### config.mk
export PLATFORM = sky130hd
export DESIGN_NAME = contiguous_block_allocator
export DESIGN_NICKNAME = d
export VERILOG_FILES = /design/src/cba_pkg.sv /design/src/contiguous_block_allocator.sv /design/src/cba_fit_scan.sv
export VERILOG_INCLUDE_DIRS = /design/src /design/src/src
export SDC_FILE = /design/constraint.sdc
export NUM_CORES = 1
export LEC_CHECK = 0
export BUFFER_PORTS_ARGS = -buffer_cell sky130_fd_sc_hd__buf_2
export CORE_ASPECT_RATIO = 1.75
export CORE_MARGIN = 2
export CORE_UTILIZATION = 65
export DETAILED_ROUTE_END_ITERATION = 10
export GPL_TIMING_DRIVEN = 1
export PLACE_DENSITY = 0.87
export SKIP_LAST_GASP = 1
export SLEW_MARGIN = 20
export SYNTH_ARGS = -nofsm -noshare
export SYNTH_HDL_FRONTEND = slang
export SYNTH_SLANG_ARGS = --single-unit
### constraint.sdc
create_clock -name clk_i -period 19.3 [get_ports clk_i]
set_clock_uncertainty 0.1 [all_clocks]
set_input_delay 3.86 -clock clk_i [delete_from_list [all_inputs] [get_ports clk_i]]
set_output_delay 3.86 -clock clk_i [all_outputs]
set_load 0.05 [all_outputs]
### src/assert_macros.svh
// ----------------------------------------------------------------------------
// assert_macros.svh
// Concurrent assertion helpers clocked on clk_i with active-low reset rst_ni.
// ----------------------------------------------------------------------------
`ifndef ASSERT_MACROS_SVH
`define ASSERT_MACROS_SVH

// Check a property on every rising edge outside reset
`define ASSERT_PROP(lbl, prop, msg) \
  lbl: assert property (@(posedge clk_i) disable iff (!rst_ni) (prop)) else $error(msg);

// Check that a condition never holds
`define ASSERT_NEVER(lbl, cond, msg) \
  `ASSERT_PROP(lbl, !(cond), msg)

`endif

### src/cba_pkg.sv
// ----------------------------------------------------------------------------
// cba_pkg
// Shared types and codes of the contiguous block allocator.
// ----------------------------------------------------------------------------
`default_nettype none

package cba_pkg;

  // Fit policy codes
  localparam logic [1:0] POL_FIRST = 2'd0;
  localparam logic [1:0] POL_BEST  = 2'd1;
  localparam logic [1:0] POL_NEXT  = 2'd2;

  // Result status codes
  localparam logic [1:0] STAT_OK    = 2'd0;
  localparam logic [1:0] STAT_NOFIT = 2'd1;
  localparam logic [1:0] STAT_BAD   = 2'd2;

  // Request commands
  localparam logic CMD_ALLOC = 1'b0;
  localparam logic CMD_FREE  = 1'b1;

  // Configuration register indexes
  localparam logic REG_POLICY = 1'b0;
  localparam logic REG_RANGE  = 1'b1;

  typedef enum logic [2:0] {
    ST_CLEAR,
    ST_IDLE,
    ST_FREE,
    ST_SCAN,
    ST_EVAL,
    ST_FILL,
    ST_DONE
  } state_e;

  // Control of the hole tracker for one cycle
  typedef struct packed {
    logic init;   // restart a search
    logic step;   // one block read back from the bitmap
    logic close;  // end of range reached (best fit)
    logic occ;    // occupancy of the stepped block
    logic best;   // best fit mode
  } scan_ctl_t;

endpackage

`default_nettype wire

### src/contiguous_block_allocator.sv
// ----------------------------------------------------------------------------
// contiguous_block_allocator
// Occupancy bitmap allocator with first, best and next fit over runs of
// fixed-size blocks, plus freeing of a given run.
// ----------------------------------------------------------------------------
//  channel   direction  handshake                     contents
//  s_axis    in         s_axis_tvalid/s_axis_tready   request transaction
//  m_axis    out        m_axis_tvalid/m_axis_tready   result transaction
//  cfg       in         cfg_valid_i/cfg_ready_o       register write
//
//  After reset the bitmap is cleared one block per cycle with s_axis_tready
//  low (register writes are taken throughout).
//  The bitmap is a single memory with a registered read: scan and free
//  handle one block per cycle. Free reads the run and clears its occupied
//  blocks; allocate scans at most the managed range (a second pass from
//  block 0 for next fit when it wraps), then fills run_length blocks.
//  One request is in flight at a time; a finished result waits in the
//  output register while the next request is accepted.
// ----------------------------------------------------------------------------
`default_nettype none
`include "assert_macros.svh"

module contiguous_block_allocator import cba_pkg::*; #(
  parameter int unsigned NUM_BLOCKS = 256
) (
  input  wire logic        clk_i,
  input  wire logic        rst_ni,
  // request: tuser = command
  input  wire logic        s_axis_tvalid,
  output logic             s_axis_tready,
  input  wire logic [23:0] s_axis_tdata,  // [8:0] run_length, [16:9] free_start
  input  wire logic        s_axis_tuser,  // [0] command
  // result
  output logic             m_axis_tvalid,
  input  wire logic        m_axis_tready,
  output logic [23:0]      m_axis_tdata,  // [7:0] run_start, [16:8] blocks_used
  output logic [1:0]       m_axis_tuser,  // [1:0] status
  // register writes
  input  wire logic        cfg_valid_i,
  output logic             cfg_ready_o,
  input  wire logic        cfg_addr_i,
  input  wire logic [8:0]  cfg_data_i
);

  localparam int unsigned AW = $clog2(NUM_BLOCKS);
  localparam int unsigned LW = (AW + 1 > 10) ? AW + 1 : 10;

  state_e        state_q, state_d;
  logic [LW-1:0] cnt_q, cnt_d;
  logic [LW-1:0] end_q, end_d;
  logic [LW-1:0] len_q, len_d;
  logic [LW-1:0] used_q, used_d;
  logic [AW-1:0] anchor_q, anchor_d;
  logic [AW-1:0] pidx_q, pidx_d;
  logic          pvld_q, pvld_d;
  logic          pass2_q, pass2_d;
  logic [1:0]    status_q, status_d;
  logic [7:0]    start_q, start_d;
  logic [1:0]    policy_q;
  logic [8:0]    range_q;
  logic          out_vld_q, out_vld_d;
  logic [1:0]    out_stat_q, out_stat_d;
  logic [7:0]    out_start_q, out_start_d;
  logic [8:0]    out_used_q, out_used_d;

  // bitmap memory
  logic          mem [NUM_BLOCKS];
  logic          we;
  logic [AW-1:0] waddr;
  logic          wdata;
  logic [AW-1:0] raddr;
  logic          rdata_q;

  scan_ctl_t     sctl;
  logic          found;
  logic [AW-1:0] pos;

  logic          accept;
  logic          in_cmd;
  logic [LW-1:0] in_len;
  logic [LW-1:0] in_fstart;
  logic [LW-1:0] m_blk;
  logic [LW-1:0] nf_lo;
  logic          issue;
  logic          drained;
  logic          fill_last;
  logic          out_load;
  logic          is_best;
  logic          is_next;
  logic          len_zero;
  logic          free_bad;
  logic          alloc_nofit;

  // Decode the request and the managed range
  assign accept      = s_axis_tvalid && s_axis_tready;
  assign in_cmd      = s_axis_tuser;
  assign in_len      = LW'(s_axis_tdata[8:0]);
  assign in_fstart   = LW'(s_axis_tdata[16:9]);
  assign m_blk       = (LW'(range_q) > LW'(NUM_BLOCKS)) ? LW'(NUM_BLOCKS) : LW'(range_q);
  assign nf_lo       = LW'(anchor_q) + LW'(1);
  assign is_best     = (policy_q == POL_BEST);
  assign is_next     = (policy_q == POL_NEXT);
  assign len_zero    = (in_len == '0);
  assign free_bad    = (in_fstart + in_len) > m_blk;
  assign alloc_nofit = (in_len > m_blk) ||
                       !((policy_q == POL_FIRST) || is_best || is_next);
  assign issue       = cnt_q < end_q;
  assign drained     = !issue && !pvld_q;
  assign fill_last   = (cnt_q + LW'(1)) == end_q;
  assign out_load    = (state_q == ST_DONE) && (!out_vld_q || m_axis_tready);

  // Next state
  always_comb begin
    state_d = state_q;
    case (state_q)
      ST_CLEAR: begin
        if (cnt_q == LW'(NUM_BLOCKS - 1)) state_d = ST_IDLE;
      end
      ST_IDLE: begin
        if (accept) begin
          if (len_zero) begin
            state_d = ST_DONE;
          end else if (in_cmd == CMD_FREE) begin
            state_d = free_bad ? ST_DONE : ST_FREE;
          end else begin
            state_d = alloc_nofit ? ST_DONE : ST_SCAN;
          end
        end
      end
      ST_FREE: begin
        if (drained) state_d = ST_DONE;
      end
      ST_SCAN: begin
        if (found && !is_best) begin
          state_d = ST_FILL;
        end else if (drained) begin
          state_d = ST_EVAL;
        end
      end
      ST_EVAL: begin
        if (found) begin
          state_d = ST_FILL;
        end else if (is_next && !pass2_q) begin
          state_d = ST_SCAN;
        end else begin
          state_d = ST_DONE;
        end
      end
      ST_FILL: begin
        if (fill_last) state_d = ST_DONE;
      end
      ST_DONE: begin
        if (out_load) state_d = ST_IDLE;
      end
      default: state_d = ST_IDLE;
    endcase
  end

  // Datapath and memory control
  always_comb begin
    cnt_d       = cnt_q;
    end_d       = end_q;
    len_d       = len_q;
    used_d      = used_q;
    anchor_d    = anchor_q;
    pidx_d      = cnt_q[AW-1:0];
    pvld_d      = 1'b0;
    pass2_d     = pass2_q;
    status_d    = status_q;
    start_d     = start_q;
    we          = 1'b0;
    waddr       = cnt_q[AW-1:0];
    wdata       = 1'b0;
    raddr       = cnt_q[AW-1:0];
    sctl        = '0;
    sctl.best   = is_best;
    sctl.occ    = rdata_q;
    out_vld_d   = out_vld_q && !m_axis_tready;
    out_stat_d  = out_stat_q;
    out_start_d = out_start_q;
    out_used_d  = out_used_q;
    case (state_q)
      ST_CLEAR: begin
        we    = 1'b1;
        cnt_d = cnt_q + LW'(1);
      end
      ST_IDLE: begin
        if (accept) begin
          len_d    = in_len;
          status_d = STAT_OK;
          start_d  = '0;
          pass2_d  = 1'b0;
          if (len_zero) begin
            status_d = STAT_BAD;
          end else if (in_cmd == CMD_FREE) begin
            cnt_d = in_fstart;
            end_d = in_fstart + in_len;
            if (free_bad) status_d = STAT_BAD;
          end else if (alloc_nofit) begin
            status_d = STAT_NOFIT;
          end else begin
            sctl.init = 1'b1;
            end_d     = m_blk;
            cnt_d     = '0;
            if (is_next) begin
              if (nf_lo < m_blk) begin
                cnt_d = nf_lo;
              end else begin
                pass2_d = 1'b1;
              end
            end
          end
        end
      end
      ST_FREE: begin
        // Issue reads; clear occupied blocks as they come back
        pvld_d = issue;
        if (issue) cnt_d = cnt_q + LW'(1);
        if (pvld_q && rdata_q) begin
          we    = 1'b1;
          waddr = pidx_q;
          if (used_q != '0) used_d = used_q - LW'(1);
        end
      end
      ST_SCAN: begin
        pvld_d     = issue;
        if (issue) cnt_d = cnt_q + LW'(1);
        sctl.step  = pvld_q;
        sctl.close = drained && is_best;
        if (found && !is_best) begin
          cnt_d = LW'(pos);
          end_d = LW'(pos) + len_q;
        end
      end
      ST_EVAL: begin
        if (found) begin
          cnt_d = LW'(pos);
          end_d = LW'(pos) + len_q;
        end else if (is_next && !pass2_q) begin
          // Wrap to block 0
          pass2_d   = 1'b1;
          sctl.init = 1'b1;
          cnt_d     = '0;
          end_d     = m_blk;
        end else begin
          status_d = STAT_NOFIT;
        end
      end
      ST_FILL: begin
        we    = 1'b1;
        wdata = 1'b1;
        cnt_d = cnt_q + LW'(1);
        if (fill_last) begin
          used_d  = used_q + len_q;
          start_d = 8'(pos);
          if (is_next) anchor_d = pos;
        end
      end
      ST_DONE: begin
        if (out_load) begin
          out_vld_d   = 1'b1;
          out_stat_d  = status_q;
          out_start_d = start_q;
          out_used_d  = 9'(used_q);
        end
      end
      default: begin
        cnt_d = cnt_q;
      end
    endcase
  end

  // Hole tracker
  cba_fit_scan #(
    .AW (AW),
    .LW (LW)
  ) u_scan (
    .clk_i   (clk_i),
    .rst_ni  (rst_ni),
    .ctl_i   (sctl),
    .idx_i   (pidx_q),
    .len_i   (len_q),
    .found_o (found),
    .pos_o   (pos)
  );

  // Bitmap memory, one write and one registered read per cycle
  always_ff @(posedge clk_i) begin
    if (we) mem[waddr] <= wdata;
    rdata_q <= mem[raddr];
  end

  // Control registers
  always_ff @(posedge clk_i or negedge rst_ni) begin
    if (!rst_ni) begin
      state_q   <= ST_CLEAR;
      cnt_q     <= '0;
      end_q     <= '0;
      used_q    <= '0;
      anchor_q  <= '0;
      pvld_q    <= 1'b0;
      pass2_q   <= 1'b0;
      out_vld_q <= 1'b0;
      policy_q  <= POL_FIRST;
      range_q   <= 9'd256;
    end else begin
      state_q   <= state_d;
      cnt_q     <= cnt_d;
      end_q     <= end_d;
      used_q    <= used_d;
      anchor_q  <= anchor_d;
      pvld_q    <= pvld_d;
      pass2_q   <= pass2_d;
      out_vld_q <= out_vld_d;
      if (cfg_valid_i) begin
        case (cfg_addr_i)
          REG_POLICY: policy_q <= cfg_data_i[1:0];
          REG_RANGE:  range_q  <= cfg_data_i;
          default:    range_q  <= range_q;
        endcase
      end
    end
  end

  // Payload registers
  always_ff @(posedge clk_i) begin
    len_q       <= len_d;
    pidx_q      <= pidx_d;
    status_q    <= status_d;
    start_q     <= start_d;
    out_stat_q  <= out_stat_d;
    out_start_q <= out_start_d;
    out_used_q  <= out_used_d;
  end

  assign s_axis_tready = (state_q == ST_IDLE);
  assign cfg_ready_o   = 1'b1;
  assign m_axis_tvalid = out_vld_q;
  assign m_axis_tuser  = out_stat_q;
  assign m_axis_tdata  = {7'd0, out_used_q, out_start_q};

  `ASSERT_NEVER(a_used_bound, used_q > LW'(NUM_BLOCKS), "used count above block total")
  `ASSERT_NEVER(a_scan_no_write, we && (state_q == ST_SCAN), "bitmap written during scan")
  `ASSERT_PROP(a_fill_sets, (state_q == ST_FILL) |-> (we && wdata), "fill without write")
  `ASSERT_PROP(a_result_src, $rose(out_vld_q) |-> $past(state_q == ST_DONE),
               "result loaded outside done")

endmodule

`default_nettype wire

### src/cba_fit_scan.sv
// ----------------------------------------------------------------------------
// cba_fit_scan
// Hole tracker: follows the bitmap one block per step and records the hole
// chosen by first fit or best fit.
// ----------------------------------------------------------------------------
`default_nettype none

module cba_fit_scan import cba_pkg::*; #(
  parameter int unsigned AW = 8,
  parameter int unsigned LW = 10
) (
  input  wire logic          clk_i,
  input  wire logic          rst_ni,
  input  wire scan_ctl_t     ctl_i,
  input  wire logic [AW-1:0] idx_i,
  input  wire logic [LW-1:0] len_i,
  output logic               found_o,
  output logic [AW-1:0]      pos_o
);

  logic          found_q, found_d;
  logic [LW-1:0] run_q, run_d;
  logic [LW-1:0] best_q, best_d;
  logic [AW-1:0] start_q, start_d;
  logic [AW-1:0] pos_q, pos_d;
  logic [LW-1:0] run_inc;
  logic          close_ok;

  assign run_inc  = run_q + LW'(1);
  assign close_ok = (run_q >= len_i) && (!found_q || (run_q <= best_q));

  // Track the current hole and the chosen one
  always_comb begin
    found_d = found_q;
    run_d   = run_q;
    best_d  = best_q;
    start_d = start_q;
    pos_d   = pos_q;
    if (ctl_i.init) begin
      found_d = 1'b0;
      run_d   = '0;
      best_d  = '0;
    end else if (ctl_i.step) begin
      if (ctl_i.best) begin
        if (ctl_i.occ) begin
          if (close_ok) begin
            found_d = 1'b1;
            best_d  = run_q;
            pos_d   = start_q;
          end
          run_d = '0;
        end else begin
          if (run_q == '0) begin
            start_d = idx_i;
          end
          run_d = run_inc;
        end
      end else begin
        if (ctl_i.occ) begin
          run_d = '0;
        end else begin
          run_d = run_inc;
          if (!found_q && (run_inc >= len_i)) begin
            found_d = 1'b1;
            pos_d   = AW'(LW'(idx_i) + LW'(1) - len_i);
          end
        end
      end
    end else if (ctl_i.close && close_ok) begin
      found_d = 1'b1;
      best_d  = run_q;
      pos_d   = start_q;
    end
  end

  always_ff @(posedge clk_i or negedge rst_ni) begin
    if (!rst_ni) begin
      found_q <= 1'b0;
    end else begin
      found_q <= found_d;
    end
  end

  always_ff @(posedge clk_i) begin
    run_q   <= run_d;
    best_q  <= best_d;
    start_q <= start_d;
    pos_q   <= pos_d;
  end

  assign found_o = found_q;
  assign pos_o   = pos_q;

endmodule

`default_nettype wire

# [Word level (Yosys, flattened, before mapping)]
# Memories as Yosys holds them, arrays and structs flattened. A register that Yosys moved wholly into a read port is not among the register bits.
# Index checks and enable logic that the tools add are counted.
[op_classes] addsub=9 multipliers=0 div=0 magnitude_cmp=8 n_eq_ne=36 shifts=0 muxes=97 bitwise=3 n_reduce_logical=54
[ops] cell="10-bit 2-to-1 mux" n=24
[ops] cell="8-bit 2-to-1 mux" n=11
[ops] cell="10-bit one-hot mux with 5 select lines" n=1
[ops] cell="3-bit 2-to-1 mux" n=13
[ops] cell="1-bit 2-to-1 mux" n=30
[ops] cell="10-bit one-hot mux with 3 select lines" n=1
[ops] cell="9-bit 2-to-1 mux" n=3
[ops] cell="2-bit != test, second input constant" n=12
[ops] cell="3-bit one-hot mux with 7 select lines" n=1
[ops] cell="10-bit by 1-bit adder with 10-bit output, second input constant" n=2
[ops] cell="8-bit by 9-bit adder with 10-bit output" n=2
[ops] cell="10-bit by 9-bit >= comparator with 1-bit output" n=2
[ops] cell="10-bit zero test" n=2
[ops] cell="10-bit one-hot mux with 2 select lines" n=1
[ops] cell="6-bit AND reduction" n=3
[ops] cell="8-bit one-hot mux with 2 select lines" n=1
[ops] cell="4-bit AND reduction" n=4
[ops] cell="5-bit AND reduction" n=3
[ops] cell="2-bit 2-to-1 mux" n=7
[ops] cell="3-bit by 2-bit != test with 1-bit output, second input constant" n=4
[ops] cell="1-bit logical AND" n=11
[ops] cell="10-bit by 9-bit adder with 10-bit output" n=1
[ops] cell="10-bit == test" n=1
[ops] cell="10-bit by 8-bit == test with 1-bit output, second input constant" n=1
[ops] cell="other kinds (34)" n=66
[word_totals] register_bits=138 latchBits=0 mem_bits_rw=256 mem_bits_ro=0 input_bits=40 output_inout_bits=29 word_cells=230 mem_count=1
[memory_table] name="mem" depth=256 width=1 rd=1 rd_ports_with_merged_regs=1 wr=1 line="contiguous_block_allocator.sv:67" rtl="logic mem [NUM_BLOCKS];"

# [Longest topological paths before layout]
[logic_depth] word_depth=12 depth_mapped=15 ltp_nobuf=15

# [Cells and area by module]
# From an unflattened synthesis, not the netlist that was laid out.
[hier_totals] hier_cells=1792 area_unflattened_um2=20980.1
[modules_own_cells] mod="contiguous_block_allocator" instances=1 cells_per_inst=1524 area_each_um2=18398.9 seq_area_each_um2=10386.2
[modules_own_cells] mod="cba_fit_scan" instances=1 cells_per_inst=268 area_each_um2=2581.2 seq_area_each_um2=905.9

# [Worst setup path before layout]
# No wires, ideal clock.
[synth_timing] kind="register to register" from="register state_q[2]" to="register used_q[8]" setup_ns=0.128 arrival_ns=7.593 required_ns=19.072 path_slack_ns=11.480 stages_incl_launch_ff=15 path_buffers=2 period_less_slack_ns=7.820 path_cell_list="dfrtp_1 -> nand2_1 -> or2_2 -> clkbuf_1 -> inv_1 -> clkbuf_1 -> nand2_1 -> fa_1 -> a21o_1 -> a21oi_1 -> nor2b_1 -> o21a_1 -> o41a_1 -> xor2_1 -> mux2_1"
[synth_between] elab_chain_cells=3 word_cells_on_any_way=8 cone_classes="5 x eq/ne; 1 x mux; 2 x reduce/logical"
[synth_rtl] element="from (decl)" line="contiguous_block_allocator.sv:48" rtl="state_e state_q, state_d;"
[synth_rtl] element="from (signal assigned)" line="contiguous_block_allocator.sv:307" rtl="state_q <= state_d;"
[synth_rtl] element="3-bit by 2-bit == test with 1-bit output or 3-bit == test (tied branches)" line="contiguous_block_allocator.sv:182" rtl="case (state_q)"
[synth_rtl] element="2-bit != test (no source line) or 2-bit nonzero test (tied branches)"
[synth_rtl] element="4-bit AND reduction (no source line)"
[synth_rtl] element="to (signal assigned)" line="contiguous_block_allocator.sv:310" rtl="used_q <= used_d;"
[synth_rtl] element="to (decl)" line="contiguous_block_allocator.sv:52" rtl="logic [LW-1:0] used_q, used_d;"
# Parallel ways exist; a longest one is shown, timed or not.
# A chain may end at the register's enable or synchronous reset.

# [Final worst setup path]
[layout_timing] from="input s_axis_tdata[0]" to="register state_q[2]"
[layout_between] elab_chain_cells=7 word_cells_on_any_way=11 cone_classes="1 x add/sub; 2 x order compare; 6 x mux; 2 x reduce/logical"
[layout_rtl] element="from (decl)" line="contiguous_block_allocator.sv:31" rtl="input wire logic [23:0] s_axis_tdata,"
[layout_rtl] element="8-bit by 9-bit adder with 10-bit output or 9-bit > comparator (tied branches)" line="contiguous_block_allocator.sv:104, contiguous_block_allocator.sv:105"
[layout_rtl] element="10-bit by 9-bit > comparator with 1-bit output or 1-bit logical OR (tied branches)" line="contiguous_block_allocator.sv:104, contiguous_block_allocator.sv:105"
[layout_rtl] element="3-bit 2-to-1 mux (on tied branches)" line="contiguous_block_allocator.sv:124, contiguous_block_allocator.sv:126"
[layout_rtl] element="3-bit 2-to-1 mux" line="contiguous_block_allocator.sv:123" rtl="end else if (in_cmd == CMD_FREE) begin"
[layout_rtl] element="3-bit 2-to-1 mux *" line="contiguous_block_allocator.sv:121" rtl="if (len_zero) begin"
[layout_rtl] element="3-bit 2-to-1 mux *" line="contiguous_block_allocator.sv:120" rtl="if (accept) begin"
[layout_rtl] element="3-bit one-hot mux with 7 select lines *" line="contiguous_block_allocator.sv:115" rtl="case (state_q)"
# Every way passes the cells marked *; elsewhere a longest branch is shown, timed or not. The select of a mux whose other input is x is not followed.

==> reports/results.ini <==
[worst_setup_path]
criticalPathCategory=in2reg
crit_required_ns=19.65
critPathLaunch=s_axis_tdata[0]
cp_data_arrival_time_ns=7.09
r2r-start=state_q[1]
endpoint_kind=register
crit_path_max_fanout=4
crit_path_start_kind=input pin

[yosys]
synth_top_family_by_area=simple AND/OR/NAND/NOR gates
synth-edff-count=310
synth_compound_area_share_pct=10.2
synth_xor_area_share_pct=2.16
netlist_area_um2=20700
muxShareOfSynthArea_pct=9.30
ys.flop_type=edfxtp_1
ys_ff_latch=395
synthAdderAreaFrac_pct=6.79
synth-simple-area-share_pct=13.5
syn_inst=1783
yosysSeqAreaShare_pct=54.5
async_reset_ff_share_pct=14.2
ys_types=86
ys_warn_count=0
avgSynthCellArea_um2=11.6

[timing]
tns_ns=0
fmax_mhz=148
slew_viol_final=0
max_slew_margin_pct=24.4
rsz0062_at_grt=false
setup_viol=0
worst_slack_ns=12.56
hold_violations=0
period_share_pct=34.9
worst_slew_pin_slew_ns=1.13
min_period_ns=6.74

[placement]
post-dp-hpwl_um=36300
dp_slack_ns=12.09
placedCellCount=2148
gp_congestion=0.929
placed_area_um2=21100
port-buffer-count=53

[run]
maxCapViolations=0

[power_and_ir_drop]
p_sw_share_pct=21.7
clkPwrFrac_pct=43.6
ir_drop_uv=88.3
switchingPower_mw=0.382
finalPower_mw=1.76
powerDensity_nw_per_um2=78.4
seq_power_share_pct=52.1
p_int_mw=1.38
pwr-share-comb_pct=4.3
power_leakage_nw=7.35

[final_layout]
num_antenna_cells=0
fill_cells=2114
fin_cells=2216
area_growth_pct=8.25
layout_commonest_cell=nor2_1
drive_gt1_share_pct=11.8
layout_common_cells=nor2_1, edfxtp_1, nand2_1
finalInstanceArea_um2=22400
nets=1941

[cts]
clkLatencyLatePin_ns=0.55
path_clk_slew_ns=0.06
clock-sinks=395
cts.htree.levels=2
cts_buffers=37
cts_tree=done
clockBufferDepth=3
hold_buffers=0
cts_setup_buffers=0
ctsResizeCount=0
cts-root-buf=clkbuf_16

[min_path]
hp-start=status_q[0]
min_path_type=reg2reg

[floorplanning]
die-area_um2=33400
start_util_pct=65.9
core_area_um2=31400
rows=86
die-width_um=139
die_h_um=240
ioPinCount=69

[detailed_routing]
drt_iter0_drc=1514
via_per_inst=6.79
wl_per_cell_um=24.4
drt-total-wl_um=54000
firstDrtPassIters=6
drc=0
ant_nets=0
route.vias.total=15100

[global_routing]
grt_pass1_vias=15100
overflow=0
grt_pass1_wl_um=81800
antenna_found_initial=0
grt_start_max_net_pins=160
track_usage_pct=32.1

[status]
status=complete, no violations

power groups by stage:
stage          sequential (mW)  clock, mW  combinational, mW
2_1_floorplan            0.931          0             0.0516
3_3_place_gp             0.934          0             0.0723
3_5_place_dp             0.934          0             0.0744
4_1_cts                  0.915      0.772             0.0749
5_1_grt                  0.915      0.798             0.0841
6_report                 0.916      0.767             0.0759
cell usage after synthesis, types with 14 or more instances:
cell | number | area, um^2
nor2_1 | 315 | 1180
edfxtp_1 | 310 | 9310
nand2_1 | 122 | 458
ha_1 | 106 | 1330
clkbuf_1 | 66 | 248
inv_1 | 65 | 244
a21oi_1 | 60 | 300
mux2i_1 | 59 | 591
o21ai_0 | 57 | 285
dfrtp_1 | 55 | 1380
mux4_2 | 41 | 923
nand3_1 | 35 | 175
xnor2_1 | 31 | 272
dfxtp_1 | 29 | 581
nor3_1 | 28 | 140
nand2b_1 | 22 | 138
a211oi_1 | 18 | 135
a21o_1 | 18 | 135
mux2_2 | 17 | 191
o221ai_1 | 17 | 149
xor2_1 | 17 | 149
buf_2 | 16 | 80.1
o22ai_1 | 15 | 93.8
a221oi_1 | 14 | 123
buf_4 | 14 | 105
o21a_1 | 14 | 105
sequential cells by signal, summed over array words and instances (netlist names):
signal / cells
mem: 256
cnt_q: 10
end_q: 10
u_scan.best_q: 10
u_scan.run_q: 10
used_q: 10
len_q: 9
out_used_q: 9
range_q: 9
anchor_q: 8
out_start_q: 8
pidx_q: 8
start_q: 8
u_scan.pos_o: 8
u_scan.start_q: 8
state_q: 3
m_axis_tuser: 2
policy_q: 2
status_q: 2
m_axis_tvalid: 1
pass2_q: 1
pvld_q: 1
rdata_q: 1
u_scan.found_o: 1
layout make-up:
class,count,area [um^2],share of cell area (%)
clock buffers,48,1030,4.59
repair buffers,66,363,1.62
clock inverters,20,250,1.12
multi-input cells,1224,8730,38.9
well taps,396,495,2.21
inverters,67,256,1.14
flip-flops and latches,395,11300,50.4
critical path, stage by stage:
cell      delay (ns)
buf_2           0.15
ha_1            0.24
inv_1           0.07
fa_1            0.41
nor2b_1         0.13
o21a_1          0.15
o21ai_0         0.11
a21oi_1         0.18
xor2_1          0.24
ha_1            0.28
and3_1          0.17
nand3_1         0.07
o221ai_1        0.23
a32oi_1         0.37
a31oi_1         0.15
a211oi_1        0.27
metrics by stage:
stage / hold WS (ns) / utilization, %
after floorplan: 0.268 / -
after global placement: 0.301 / 67.3
after detailed placement: 0.318 / 67.3
after CTS: 0.328 / 71.3
after global routing: 0.335 / 71.4
final: 0.326 / 71.4
layer usage:
metal | wire [um] | global-route usage [%] | vias up
met1 | 17300 | 33.8 | 7258
met3 | 4110 | 4.92 | 290
met2 | 28100 | 57.7 | 902
li1 | - | - | 6607
met5 | 0 | 0 | -
met4 | 4560 | 24.1 | 0
final timing paths:
kind,depth (start not counted),end,slack [ns]
setup / recovery,16,state_q[2],12.56
hold / removal,0,m_axis_tuser[0],0.33
setup reg to reg,12,used_q[8],15.00
hold reg to reg,0,m_axis_tuser[0],0.33
max in group asynchronous,2,cnt_q[0],15.17
min in group asynchronous,2,policy_q[1],3.35
cells by family (layout without fill, tap and decap cells):
logic type | after synthesis | in the layout
simple gates | 619 | 619
flops | 395 | 395
compound gates | 304 | 304
buf+inv | 170 | 201
mux | 134 | 134
fa+ha+maj | 110 | 110
xor+xnor | 49 | 49
other cells | 2 | 8
Power figures use the tool's default switching activity.
